===== src/sv/keypad_threshold_window_alarm_core_defines.svh =====
// Assertion macros shared by the alarm core RTL.
`ifndef KEYPAD_THRESHOLD_WINDOW_ALARM_CORE_DEFINES_SVH
`define KEYPAD_THRESHOLD_WINDOW_ALARM_CORE_DEFINES_SVH

// Same-cycle implication, disabled while reset is high.
`define KPWA_ASSERT_IMPL(lbl, clk, rst, ante, cons, msg) \
  lbl: assert property (@(posedge clk) disable iff (rst) (ante) |-> (cons)) \
    else $error(msg);

// Next-cycle implication, disabled while reset is high.
`define KPWA_ASSERT_NEXT(lbl, clk, rst, ante, cons, msg) \
  lbl: assert property (@(posedge clk) disable iff (rst) (ante) |=> (cons)) \
    else $error(msg);

`endif


===== src/sv/kpwa_pkg.sv =====
package kpwa_pkg;

  localparam int NUM_KEYS = 16;

  // Scan code of each key, row nibble then column nibble.
  localparam logic [7:0] KEY_SCAN [NUM_KEYS] = '{
    8'h7e, 8'h7d, 8'h7b, 8'h77, 8'hbe, 8'hbd, 8'hbb, 8'hb7,
    8'hde, 8'hdd, 8'hdb, 8'hd7, 8'hee, 8'hed, 8'heb, 8'he7
  };

  // ASCII code of each key; 'a'..'d' select one of the four limits.
  localparam logic [7:0] KEY_ASCII [NUM_KEYS] = '{
    8'h31, 8'h32, 8'h33, 8'h61, 8'h34, 8'h35, 8'h36, 8'h62,
    8'h37, 8'h38, 8'h39, 8'h63, 8'h30, 8'h2B, 8'h2D, 8'h64
  };

  localparam logic [7:0] ASCII_ZERO      = 8'h30;
  localparam logic [7:0] ASCII_MINUS     = 8'h2D;
  localparam logic [7:0] ASCII_STAR      = 8'h2A;
  localparam logic [7:0] ASCII_SEL_FIRST = 8'h61;
  localparam logic [7:0] ASCII_SEL_LAST  = 8'h64;

  // Limit selection codes.
  localparam logic [2:0] SEL_TEMP_MIN = 3'd0;
  localparam logic [2:0] SEL_TEMP_MAX = 3'd1;
  localparam logic [2:0] SEL_HUM_MIN  = 3'd2;
  localparam logic [2:0] SEL_HUM_MAX  = 3'd3;
  localparam logic [2:0] SEL_NONE     = 3'd4;

  // Key positions within one four-key transaction.
  localparam logic [1:0] POS_SELECT = 2'd0;
  localparam logic [1:0] POS_SIGN   = 2'd1;
  localparam logic [1:0] POS_TENS   = 2'd2;
  localparam logic [1:0] POS_UNITS  = 2'd3;

  // Alarm flag bit positions.
  localparam int FLAG_TEMP_LOW  = 0;
  localparam int FLAG_TEMP_HIGH = 1;
  localparam int FLAG_HUM_LOW   = 2;
  localparam int FLAG_HUM_HIGH  = 3;

  typedef struct packed {
    logic       known;
    logic [7:0] ascii;
  } key_t;

  typedef struct packed {
    logic [3:0][7:0] tens;
    logic [3:0][7:0] units;
    logic [1:0]      neg;
  } limits_t;

  function automatic key_t decode_key(input logic [7:0] code);
    key_t k;
    k.known = 1'b0;
    k.ascii = '0;
    for (int i = 0; i < NUM_KEYS; i++) begin
      if (code == KEY_SCAN[i]) begin
        k.known = 1'b1;
        k.ascii = KEY_ASCII[i];
      end
    end
    return k;
  endfunction

endpackage


===== src/sv/kpwa_ifs.sv =====
interface kpwa_in_if;
  logic               valid;
  logic               ready;
  logic               action;
  logic [7:0]         scan_code;
  logic signed [15:0] temperature;
  logic signed [15:0] humidity;

  modport source (output valid, action, scan_code, temperature, humidity, input ready);
  modport sink   (input valid, action, scan_code, temperature, humidity, output ready);
endinterface

interface kpwa_out_if;
  logic       valid;
  logic       ready;
  logic       temp_low_alarm;
  logic       temp_high_alarm;
  logic       hum_low_alarm;
  logic       hum_high_alarm;
  logic       buzzer_on;
  logic [1:0] entry_position;

  modport source (output valid, temp_low_alarm, temp_high_alarm, hum_low_alarm,
                  hum_high_alarm, buzzer_on, entry_position, input ready);
  modport sink   (input valid, temp_low_alarm, temp_high_alarm, hum_low_alarm,
                  hum_high_alarm, buzzer_on, entry_position, output ready);
endinterface


===== src/sv/keypad_threshold_window_alarm_core.sv =====
// Pipeline: an accepted item passes through the input stage and then the result stage.
// Throughput: one item per cycle while results are taken; the decode/compare between the input
//   register and the result register is combinational, and the result register frees on take.
// Reset: synchronous, active high; clears both stages, the alarm flags and the key position,
//   and loads the default limits (150, 250, 550, 750; all positive).
`include "keypad_threshold_window_alarm_core_defines.svh"

module keypad_threshold_window_alarm_core (
  input logic        clk,
  input logic        rst,
  kpwa_in_if.sink    sample,
  kpwa_out_if.source result
);

  // Input stage: hold one accepted item while it is decoded and compared.
  logic               stage_valid;
  logic               stage_action;
  logic [7:0]         stage_scan;
  logic signed [15:0] stage_temp;
  logic signed [15:0] stage_hum;

  // Result stage.
  logic               res_valid;
  logic [3:0]         res_flags;
  logic               res_buzzer;
  logic [1:0]         res_pos;

  logic [3:0]         alarm_flags;
  logic [3:0]         cmp_flags;
  logic [3:0]         flags_after;
  logic [1:0]         pos_after;
  logic               advance;
  logic               fire;
  kpwa_pkg::limits_t  lim;

  // Advance the input stage whenever the result register is free or being taken.
  assign advance      = !res_valid || result.ready;
  assign fire         = stage_valid && advance;
  assign sample.ready = !stage_valid || advance;

  always_ff @(posedge clk) begin
    if (rst) begin
      stage_valid <= 1'b0;
    end else if (sample.ready) begin
      stage_valid <= sample.valid;
    end
  end

  // Payload of the input stage: no reset needed.
  always_ff @(posedge clk) begin
    if (sample.ready && sample.valid) begin
      stage_action <= sample.action;
      stage_scan   <= sample.scan_code;
      stage_temp   <= sample.temperature;
      stage_hum    <= sample.humidity;
    end
  end

  // Key decode and limit storage; updates on a key press leaving the input stage.
  kpwa_limits u_limits (
    .clk       (clk),
    .rst       (rst),
    .press     (fire && !stage_action),
    .scan_code (stage_scan),
    .lim       (lim),
    .pos_after (pos_after)
  );

  // Window compare against the stored limits.
  kpwa_cmp u_cmp (
    .lim         (lim),
    .temperature (stage_temp),
    .humidity    (stage_hum),
    .flags       (cmp_flags)
  );

  // A compare replaces the flags; a key press repeats the last ones.
  assign flags_after = stage_action ? cmp_flags : alarm_flags;

  always_ff @(posedge clk) begin
    if (rst) begin
      alarm_flags <= '0;
      res_valid   <= 1'b0;
    end else begin
      if (fire) begin
        alarm_flags <= flags_after;
      end
      if (advance) begin
        res_valid <= stage_valid;
      end
    end
  end

  always_ff @(posedge clk) begin
    if (fire) begin
      res_flags  <= flags_after;
      res_buzzer <= |flags_after;
      res_pos    <= pos_after;
    end
  end

  assign result.valid           = res_valid;
  assign result.temp_low_alarm  = res_flags[kpwa_pkg::FLAG_TEMP_LOW];
  assign result.temp_high_alarm = res_flags[kpwa_pkg::FLAG_TEMP_HIGH];
  assign result.hum_low_alarm   = res_flags[kpwa_pkg::FLAG_HUM_LOW];
  assign result.hum_high_alarm  = res_flags[kpwa_pkg::FLAG_HUM_HIGH];
  assign result.buzzer_on       = res_buzzer;
  assign result.entry_position  = res_pos;

  `KPWA_ASSERT_NEXT(a_press_keeps_flags, clk, rst, fire && !stage_action, alarm_flags == $past(alarm_flags), "key press changed the alarm flags")
  `KPWA_ASSERT_NEXT(a_fire_gives_result, clk, rst, fire, res_valid, "item left the input stage without a result")
  `KPWA_ASSERT_IMPL(a_full_blocks_input, clk, rst, stage_valid && res_valid && !result.ready, !sample.ready, "input taken while both stages are full")
  `KPWA_ASSERT_IMPL(a_result_matches_flags, clk, rst, res_valid, res_flags == alarm_flags, "result flags differ from stored flags")

endmodule


===== src/sv/kpwa_limits.sv =====
`include "keypad_threshold_window_alarm_core_defines.svh"

module kpwa_limits (
  input  logic              clk,
  input  logic              rst,
  input  logic              press,
  input  logic [7:0]        scan_code,
  output kpwa_pkg::limits_t lim,
  output logic [1:0]        pos_after
);

  logic [1:0]        key_position;
  logic [2:0]        selected_limit;
  kpwa_pkg::key_t    key;
  logic              take;
  logic              is_select;
  logic [2:0]        sel_code;

  always_comb begin
    key       = kpwa_pkg::decode_key(scan_code);
    take      = press && key.known;
    is_select = (key.ascii >= kpwa_pkg::ASCII_SEL_FIRST) &&
                (key.ascii <= kpwa_pkg::ASCII_SEL_LAST);
    sel_code  = 3'(key.ascii - kpwa_pkg::ASCII_SEL_FIRST);
    pos_after = take ? key_position + 2'd1 : key_position;
  end

  always_ff @(posedge clk) begin
    if (rst) begin
      key_position   <= kpwa_pkg::POS_SELECT;
      selected_limit <= kpwa_pkg::SEL_NONE;
      lim.tens[0]    <= 8'h31;
      lim.tens[1]    <= 8'h32;
      lim.tens[2]    <= 8'h35;
      lim.tens[3]    <= 8'h37;
      lim.units      <= {4{8'h35}};
      lim.neg        <= 2'b00;
    end else if (take) begin
      key_position <= key_position + 2'd1;
      unique case (key_position)
        kpwa_pkg::POS_SELECT: begin
          if (is_select) begin
            selected_limit              <= sel_code;
            lim.tens[sel_code[1:0]]     <= kpwa_pkg::ASCII_STAR;
            lim.units[sel_code[1:0]]    <= kpwa_pkg::ASCII_STAR;
            if (!sel_code[1]) begin
              lim.neg[sel_code[0]] <= 1'b0;
            end
          end else begin
            selected_limit <= kpwa_pkg::SEL_NONE;
          end
        end
        kpwa_pkg::POS_SIGN: begin
          // Humidity limits stay positive.
          if (selected_limit == kpwa_pkg::SEL_TEMP_MIN ||
              selected_limit == kpwa_pkg::SEL_TEMP_MAX) begin
            lim.neg[selected_limit[0]] <= (key.ascii == kpwa_pkg::ASCII_MINUS);
          end
        end
        kpwa_pkg::POS_TENS: begin
          if (!selected_limit[2]) begin
            lim.tens[selected_limit[1:0]] <= key.ascii;
          end
        end
        kpwa_pkg::POS_UNITS: begin
          if (!selected_limit[2]) begin
            lim.units[selected_limit[1:0]] <= key.ascii;
          end
        end
        default: begin
        end
      endcase
    end
  end

  `KPWA_ASSERT_NEXT(a_pos_hold_no_press, clk, rst, !take, $stable(key_position), "key position moved without a known key")
  `KPWA_ASSERT_NEXT(a_pos_step, clk, rst, take, key_position == $past(key_position) + 2'd1, "key position did not advance by one")
  `KPWA_ASSERT_IMPL(a_sel_range, clk, rst, 1'b1, selected_limit <= kpwa_pkg::SEL_NONE, "selected limit out of range")

endmodule


===== src/sv/kpwa_cmp.sv =====
module kpwa_cmp (
  input  kpwa_pkg::limits_t  lim,
  input  logic signed [15:0] temperature,
  input  logic signed [15:0] humidity,
  output logic [3:0]         flags
);

  logic signed [16:0] lval [4];
  logic signed [16:0] temp_ext;
  logic signed [16:0] hum_ext;

  function automatic logic signed [16:0] limit_value(input logic [7:0] tens,
                                                    input logic [7:0] units,
                                                    input logic       neg);
    logic signed [8:0]  t;
    logic signed [8:0]  u;
    logic signed [16:0] te;
    logic signed [16:0] ue;
    logic signed [16:0] v;
    t  = $signed({1'b0, tens}) - $signed({1'b0, kpwa_pkg::ASCII_ZERO});
    u  = $signed({1'b0, units}) - $signed({1'b0, kpwa_pkg::ASCII_ZERO});
    te = 17'(t);
    ue = 17'(u);
    v  = te * 17'sd100 + ue * 17'sd10;
    return neg ? -v : v;
  endfunction

  always_comb begin
    lval[0]  = limit_value(lim.tens[0], lim.units[0], lim.neg[0]);
    lval[1]  = limit_value(lim.tens[1], lim.units[1], lim.neg[1]);
    lval[2]  = limit_value(lim.tens[2], lim.units[2], 1'b0);
    lval[3]  = limit_value(lim.tens[3], lim.units[3], 1'b0);
    temp_ext = 17'(temperature);
    hum_ext  = 17'(humidity);
    flags[kpwa_pkg::FLAG_TEMP_LOW]  = temp_ext < lval[0];
    flags[kpwa_pkg::FLAG_TEMP_HIGH] = temp_ext > lval[1];
    flags[kpwa_pkg::FLAG_HUM_LOW]   = hum_ext < lval[2];
    flags[kpwa_pkg::FLAG_HUM_HIGH]  = hum_ext > lval[3];
  end

endmodule

===== src/flat_wrapper.sv =====
// flat-port wrapper written by rule: the top's interface ports become plain ports
module keypad_threshold_window_alarm_core_flat 
  (clk, rst, sample_valid, sample_action, sample_scan_code, sample_temperature, sample_humidity, sample_ready, result_valid, result_temp_low_alarm, result_temp_high_alarm, result_hum_low_alarm, result_hum_high_alarm, result_buzzer_on, result_entry_position, result_ready);
  kpwa_in_if sample_i ();
  kpwa_out_if result_i ();
  input logic clk;
  input logic rst;
  input wire logic [$bits(sample_i.valid)-1:0] sample_valid;
  input wire logic [$bits(sample_i.action)-1:0] sample_action;
  input wire logic [$bits(sample_i.scan_code)-1:0] sample_scan_code;
  input wire logic [$bits(sample_i.temperature)-1:0] sample_temperature;
  input wire logic [$bits(sample_i.humidity)-1:0] sample_humidity;
  output wire logic [$bits(sample_i.ready)-1:0] sample_ready;
  output wire logic [$bits(result_i.valid)-1:0] result_valid;
  output wire logic [$bits(result_i.temp_low_alarm)-1:0] result_temp_low_alarm;
  output wire logic [$bits(result_i.temp_high_alarm)-1:0] result_temp_high_alarm;
  output wire logic [$bits(result_i.hum_low_alarm)-1:0] result_hum_low_alarm;
  output wire logic [$bits(result_i.hum_high_alarm)-1:0] result_hum_high_alarm;
  output wire logic [$bits(result_i.buzzer_on)-1:0] result_buzzer_on;
  output wire logic [$bits(result_i.entry_position)-1:0] result_entry_position;
  input wire logic [$bits(result_i.ready)-1:0] result_ready;
  assign sample_i.valid = sample_valid;
  assign sample_i.action = sample_action;
  assign sample_i.scan_code = sample_scan_code;
  assign sample_i.temperature = sample_temperature;
  assign sample_i.humidity = sample_humidity;
  assign sample_ready = sample_i.ready;
  assign result_valid = result_i.valid;
  assign result_temp_low_alarm = result_i.temp_low_alarm;
  assign result_temp_high_alarm = result_i.temp_high_alarm;
  assign result_hum_low_alarm = result_i.hum_low_alarm;
  assign result_hum_high_alarm = result_i.hum_high_alarm;
  assign result_buzzer_on = result_i.buzzer_on;
  assign result_entry_position = result_i.entry_position;
  assign result_i.ready = result_ready;
  keypad_threshold_window_alarm_core u_core (.clk(clk), .rst(rst), .sample(sample_i), .result(result_i));
endmodule

===== config.mk =====
export PLATFORM = sky130hd
export DESIGN_NAME = keypad_threshold_window_alarm_core_flat
export DESIGN_NICKNAME = d
export VERILOG_FILES = /design/src/sv/kpwa_pkg.sv /design/src/sv/kpwa_ifs.sv /design/src/sv/keypad_threshold_window_alarm_core.sv /design/src/sv/kpwa_limits.sv /design/src/sv/kpwa_cmp.sv /design/src/flat_wrapper.sv
export VERILOG_INCLUDE_DIRS = /design/src /design/src/sv
export SDC_FILE = /design/constraint.sdc
export NUM_CORES = 1
export LEC_CHECK = 0
export ABC_AREA = 1
export ABC_CLOCK_PERIOD_IN_PS = 7400
export BUFFER_PORTS_ARGS = -buffer_cell sky130_fd_sc_hd__buf_2
export CORE_MARGIN = 5
export CORE_UTILIZATION = 55
export CTS_BUF_LIST = sky130_fd_sc_hd__clkbuf_4 sky130_fd_sc_hd__clkbuf_8
export CTS_CLUSTER_DIAMETER = 30
export DETAILED_ROUTE_END_ITERATION = 16
export GPL_TIMING_DRIVEN = 1
export HOLD_SLACK_MARGIN = 0.03
export PLACE_DENSITY = 0.74
export SLEW_MARGIN = 15
export SYNTH_ARGS = -nofsm -noshare
export SYNTH_HDL_FRONTEND = slang
export SYNTH_SLANG_ARGS = --single-unit

===== constraint.sdc =====
create_clock -name clk -period 7.4 [get_ports clk]
set_input_delay 1.11 -clock clk [delete_from_list [all_inputs] [get_ports clk]]
set_output_delay 1.11 -clock clk [all_outputs]
set_load 0.02 [all_outputs]

==> flow_summary.ini, run 1 <==
[synth]
synth_cell_types = 47
synthFlopType = dfxtp_1
synth_edf_count = 48
yosysSeqAreaShare = 0.182
synth_area_um2 = 16400
synth_top_cells_by_count = 495 x nand2_1, 377 x inv_1, 313 x ha_1
ys_seq_elements = 125
synth.area.top_cells = ha_1 24%, nand2_1 11%, dfxtp_1 9.4%
yosysWarnings = 0
async_flop_share = 0
synth_nets = 2694
synth_top_area_frac = 0.239
synth_most_common_cell = nand2_1
avgSynthCellArea_um2 = 7.13
synth_top_cell_by_area = ha_1
synthCells = 2302

[critical_path]
crit_top_cell = nand2_1
critPathMaxStageDelay_ns = 0.55
crit_slowest_cell = fa_1
startpoint_type = register
worstSetupPathType = register to register
end_kind = register
crit_path_max_fanout = 6
regToRegSetupSlack_ns = 0.99
cp_data_required_time_ns = 7.61
worstPathArrival_ns = 6.62

[detailed_routing]
first_pass_iters = 5
dr.first_iter.drc_count = 935
via_per_inst = 5.47
finalWirelength_um = 38500
wire_per_inst_um = 14.0
num_vias = 15041
antenna_left = 0
drc_errors = 0

[clock_network]
numCtsBuffers = 17
clockBufferDepth = 2
clock-root-buffer = clkbuf_8
cts.sinks = 125
cts-resized-gates = 0
cts_tree = done
postCtsSetupBuffers = 0
clk_latency_ns = 0.47
ctsHtreeMaxLevel = 4
cts.reportedPaths.clkPinSlew_ns = 0.09
hold_buffers = 0

[sta]
max_freq_ghz = 0.156
worstMarginPinSlew_ns = 1.04
finalSetupViolations = 0
maxSlewHeadroom = 0.309
drv_slew = 0
rsz0062_at_grt = false
hold_violations = 0
min_period_ns = 6.41
fin_tns_setup_ns = 0
fin_crit_sh = 0.866
fin_worst_skew_ns = 0.0162

[outcome]
status = finished, final reports clean

[layout]
area_delta_synth_final_pct = 6.06
diodes = 0
fillers = 2750
drive_gt1_frac = 0.0534
fin_cells = 2751
final_nets = 2740

[run]
maxCapViolCount = 0

[power_and_ir_drop]
p_sw_frac = 0.287
ir_worst_vdd_mv = 0.121
p_switching_uw = 409
p_leak_nw = 9.27
intPower_mw = 1.02
power-per-cell-area_nw_per_um2 = 82.0
power_frac_seq = 0.526
clkPwrFrac = 0.390
power_frac_comb = 0.083

[place]
numPortBuffers = 53
placedCellCount = 2719
dp_hpwl_um = 31000
place.gp.congestion = 0.886

[global_route]
grt_max_degree = 45
overflow = 0
grt_pass1_vias = 14232
antenna_found_initial = 0
grt_pass1_wl_um = 65100
grt_use_total = 0.229

[floorplanning]
io_pins = 54
rows = 63
start_util = 0.555
die-area_um2 = 33400
core-area_um2 = 29600
fp.dieH_um = 183
die_x_um = 183

[min_path]
hold_path.class = register to register
==> kinds of logic after synthesis <==
logic type	count (synthesis)	synth area share
buf+inv	411	0.0947
flops	125	0.182
fa+ha+maj	347	0.280
compound gates	357	0.118
simple gates	920	0.249
xor+xnor	142	0.0758
==> final cells by class <==
type | count | area [µm²] | share of cell area
Inverter | 383 | 1440 | 0.0826
Timing Repair Buffer | 55 | 280 | 0.0161
Tap cell | 390 | 488 | 0.0281
Multi-Input combinational cell | 1766 | 11900 | 0.682
Sequential cell | 125 | 2980 | 0.171
Clock buffer | 18 | 248 | 0.0142
Clock inverter | 14 | 90.1 | 0.00518
==> cell usage in the layout, fill, tap and decap left out, types with 3 or more instances in the layout <==
cell type	instances
nor2_2	4
xnor2_1	50
inv_4	5
nor3_1	23
buf_2	53
clkinv_2	5
inv_1	376
o31ai_1	9
a21oi_1	165
a211oi_1	5
nor2_4	3
edfxtp_1	48
nand3_1	146
o21bai_1	12
a31o_2	3
nor4_1	3
or2_2	3
a31oi_1	3
nand2_1	495
dfxtp_1	77
o211ai_1	7
xor2_1	92
o221ai_1	3
a21o_1	5
nand4_1	61
nand3_2	6
o21ai_0	137
nor2_1	141
fa_1	34
nand2_2	5
inv_2	5
nand3b_1	16
clkbuf_8	18
ha_1	313
nand4_2	3
==> state kept, by name (all words and copies together) (netlist names), 3 cells and up <==
register	count
u_core.alarm_flags	4
u_core.res_flags	4
u_core.stage_hum	16
u_core.stage_scan	8
u_core.stage_temp	16
u_core.u_limits.lim	66
u_core.u_limits.selected_limit	3
==> power groups by stage <==
stage	Sequential, mW	Combinational [mW]	Clock [mW]
after floorplan	0.762	0.0762	0
after global placement	0.766	0.114	0
after detailed placement	0.766	0.118	0
after CTS	0.751	0.119	0.567
after global routing	0.752	0.134	0.594
final	0.751	0.119	0.557
==> final timing paths <==
kind                      startpoint                      end  depth (start not counted)
max          u_core.u_limits.lim[46]  u_core.result.buzzer_on                         38
min          u_core.u_limits.lim[41]  u_core.u_limits.lim[41]                          2
min reg2reg  u_core.u_limits.lim[41]  u_core.u_limits.lim[41]                          2
max reg2reg  u_core.u_limits.lim[46]  u_core.result.buzzer_on                         38
==> through the flow <==
step / setup slack [ns] / hold slack (ns) / total power [mW] / cell area [µm²] / util
floorplan: 1.79 / 0.438 / 0.838 / 16400 / -
global placement: 1.26 / 0.456 / 0.880 / 17100 / 0.577
detailed placement: 1.04 / 0.456 / 0.884 / 17100 / 0.577
CTS: 1.02 / 0.469 / 1.44 / 17400 / 0.588
global route: 0.383 / 0.495 / 1.48 / 17400 / 0.588
finish: 0.993 / 0.466 / 1.43 / 17400 / 0.588
==> critical path, delay by kind of cell, from the launching register on <==
family | cells | cell delay [ns]
adders and majority gates | 7 | 2.51
and+or+nand+nor | 20 | 1.98
AOI/OAI and AO/OA | 6 | 0.77
DFF | 1 | 0.44
buffers and inverters | 4 | 0.30
xor gates and xnor gates | 1 | 0.13
==> routing by layer <==
| metal | track usage | share of wire |
|---|---|---|
| met2 | 0.385 | 0.46 |
| met5 | 0 | 0 |
| met3 | 0.0287 | 0.051 |
| met4 | 0.0636 | 0.023 |
| met1 | 0.310 | 0.47 |
(Power assumes the default switching activity.)
==> run 2: changes to the inputs <==
--- a/config.mk
+++ b/config.mk
@@ -13,10 +13,12 @@
 export CORE_UTILIZATION = 55
 export CTS_BUF_LIST = sky130_fd_sc_hd__clkbuf_4 sky130_fd_sc_hd__clkbuf_8
 export CTS_CLUSTER_DIAMETER = 30
+export CTS_CLUSTER_SIZE = 24
 export DETAILED_ROUTE_END_ITERATION = 16
 export GPL_TIMING_DRIVEN = 1
 export HOLD_SLACK_MARGIN = 0.03
 export PLACE_DENSITY = 0.74
+export RECOVER_POWER = 50
 export SLEW_MARGIN = 15
 export SYNTH_ARGS = -nofsm -noshare
 export SYNTH_HDL_FRONTEND = slang
==> run 2 against run 1 <==
Effect of this change: the flow now finishes with violations (max-capacitance violations, max-slew violations); largest power group unchanged; cell area hardly changed; register-to-register slack hardly changed; critical endpoint unchanged; final cell count stayed put; fmax hardly changed.
==> flow_summary.ini, run 2 (synthesis gave the netlist of run 1 again) <==
[outcome]
status = finished, violations left
violations = max-capacitance violations, max-slew violations

[critical_path]
critPathMaxStageDelay_ns = 0.55
crit_top_cell = nand2_1
crit_path_max_fanout = 6
startpoint_type = register
end_kind = register
worstPathArrival_ns = 6.62
worstSetupPathType = register to register
cp_data_required_time_ns = 7.61
crit_slowest_cell = fa_1

[clock_network]
clock-root-buffer = clkbuf_8
numCtsBuffers = 17
cts-resized-gates = 0
cts.sinks = 125
cts.reportedPaths.clkPinSlew_ns = 0.09
postCtsSetupBuffers = 0
cts_tree = done
clockBufferDepth = 2
ctsHtreeMaxLevel = 4
hold_buffers = 0
clk_latency_ns = 0.47

[power_and_ir_drop]
power-per-cell-area_nw_per_um2 = 82.0
p_leak_nw = 9.25
ir_worst_vdd_mv = 0.121

[sta]
fin_worst_skew_ns = 0.0160
hold_violations = 0
drv_slew = 87
timing.hold.ws_ns = 0.465
finalSetupViolations = 0
fin_crit_sh = 0.865
max_freq_ghz = 0.156
maxSlewHeadroom = -0.494
rsz0062_at_grt = false
fin_tns_setup_ns = 0
worstMarginPinSlew_ns = 2.24
min_period_ns = 6.40

[detailed_routing]
finalWirelength_um = 38600
first_pass_iters = 8
dr.first_iter.drc_count = 939
drc_errors = 0
wire_per_inst_um = 14.0
antenna_left = 0
via_per_inst = 5.48
num_vias = 15073

[global_route]
antenna_found_initial = 0
grt_pass1_vias = 14232
grt_max_degree = 45
grt_pass1_wl_um = 65100
overflow = 0
grt_use_total = 0.229

[layout]
area_delta_synth_final_pct = 6.00
ff_latch_area_um2 = 2980
reg_top3 = u_core.u_limits.lim: 66 flops, u_core.stage_hum: 16 flops, u_core.stage_temp: 16 flops
largest_reg_flops = 66
multi_input_area_um2 = 11900
drive_gt1_frac = 0.0500
final_nets = 2740
diodes = 0
mostFrequentLayoutCells = 495 x nand2_1, 377 x inv_1, 313 x ha_1
fillers = 2756
regMostFlops = u_core.u_limits.lim
layout_commonest_cell = nand2_1

[floorplanning]
fp.dieH_um = 183
start_util = 0.555
core-area_um2 = 29600
rows = 63
die-area_um2 = 33400
io_pins = 54
die_x_um = 183

[run]
maxCapViolCount = 2

[place]
dp_hpwl_um = 31000
numPortBuffers = 53
place.gp.congestion = 0.886

[min_path]
hold_path.class = register to register
run 2: metrics by stage:
step | total power, mW | utilization | setup slack [ns] | instance area [µm²] | cells
4_1_cts | 1.44 | 0.588 | 1.02 | 17400 | 2751
3_3_place_gp | 0.880 | 0.577 | 1.26 | 17100 | 2719
6_report | 1.43 | 0.588 | 0.997 | 17400 | 2751
5_1_grt | 1.48 | 0.588 | 0.383 | 17400 | 2751
2_1_floorplan | 0.838 | - | 1.79 | 16400 | 2302
3_5_place_dp | 0.884 | 0.577 | 1.04 | 17100 | 2719
run 2: worst max-delay path, delay by kind of cell (launching register included):
kind	cells	cell delay, ns
AOI/OAI and AO/OA	6	0.77
xor gates and xnor gates	1	0.13
adders and majority gates	7	2.51
buffers and inverters	4	0.30
DFF	1	0.44
and+or+nand+nor	20	1.98
run 2: final cells by class:
class,instances,share of cell area
multi-input cells,1766,0.683
clock inverters,14,0.00518
clock buffers,18,0.0142
flip-flops and latches,125,0.172
repair buffers,55,0.0156
inverters,383,0.0827
well taps,390,0.0281
run 2: path summary, 6_finish.rpt:
kind | endpoint | slack (ns) | cells past startpoint | startpoint
setup / recovery | u_core.result.buzzer_on | 1.0 | 38 | u_core.u_limits.lim[46]
hold / removal | u_core.u_limits.lim[41] | 0.47 | 2 | u_core.u_limits.lim[41]
setup reg to reg | u_core.result.buzzer_on | 1.0 | 38 | u_core.u_limits.lim[46]
hold reg to reg | u_core.u_limits.lim[41] | 0.47 | 2 | u_core.u_limits.lim[41]
run 2: power breakdown:
part           total (mW)  internal, mW  switching [mW]
Clock               0.557         0.240           0.317
Sequential          0.751         0.735          0.0159
Combinational       0.118        0.0417          0.0767
run 2: layer usage:
| layer | GRT usage | vias up | part of all wire |
|---|---|---|---|
| li1 | - | 7747 | - |
| met1 | 0.310 | 6906 | 0.47 |
| met4 | 0.0636 | 0 | 0.021 |
| met3 | 0.0287 | 53 | 0.051 |
| met5 | 0 | - | 0 |
| met2 | 0.385 | 367 | 0.46 |
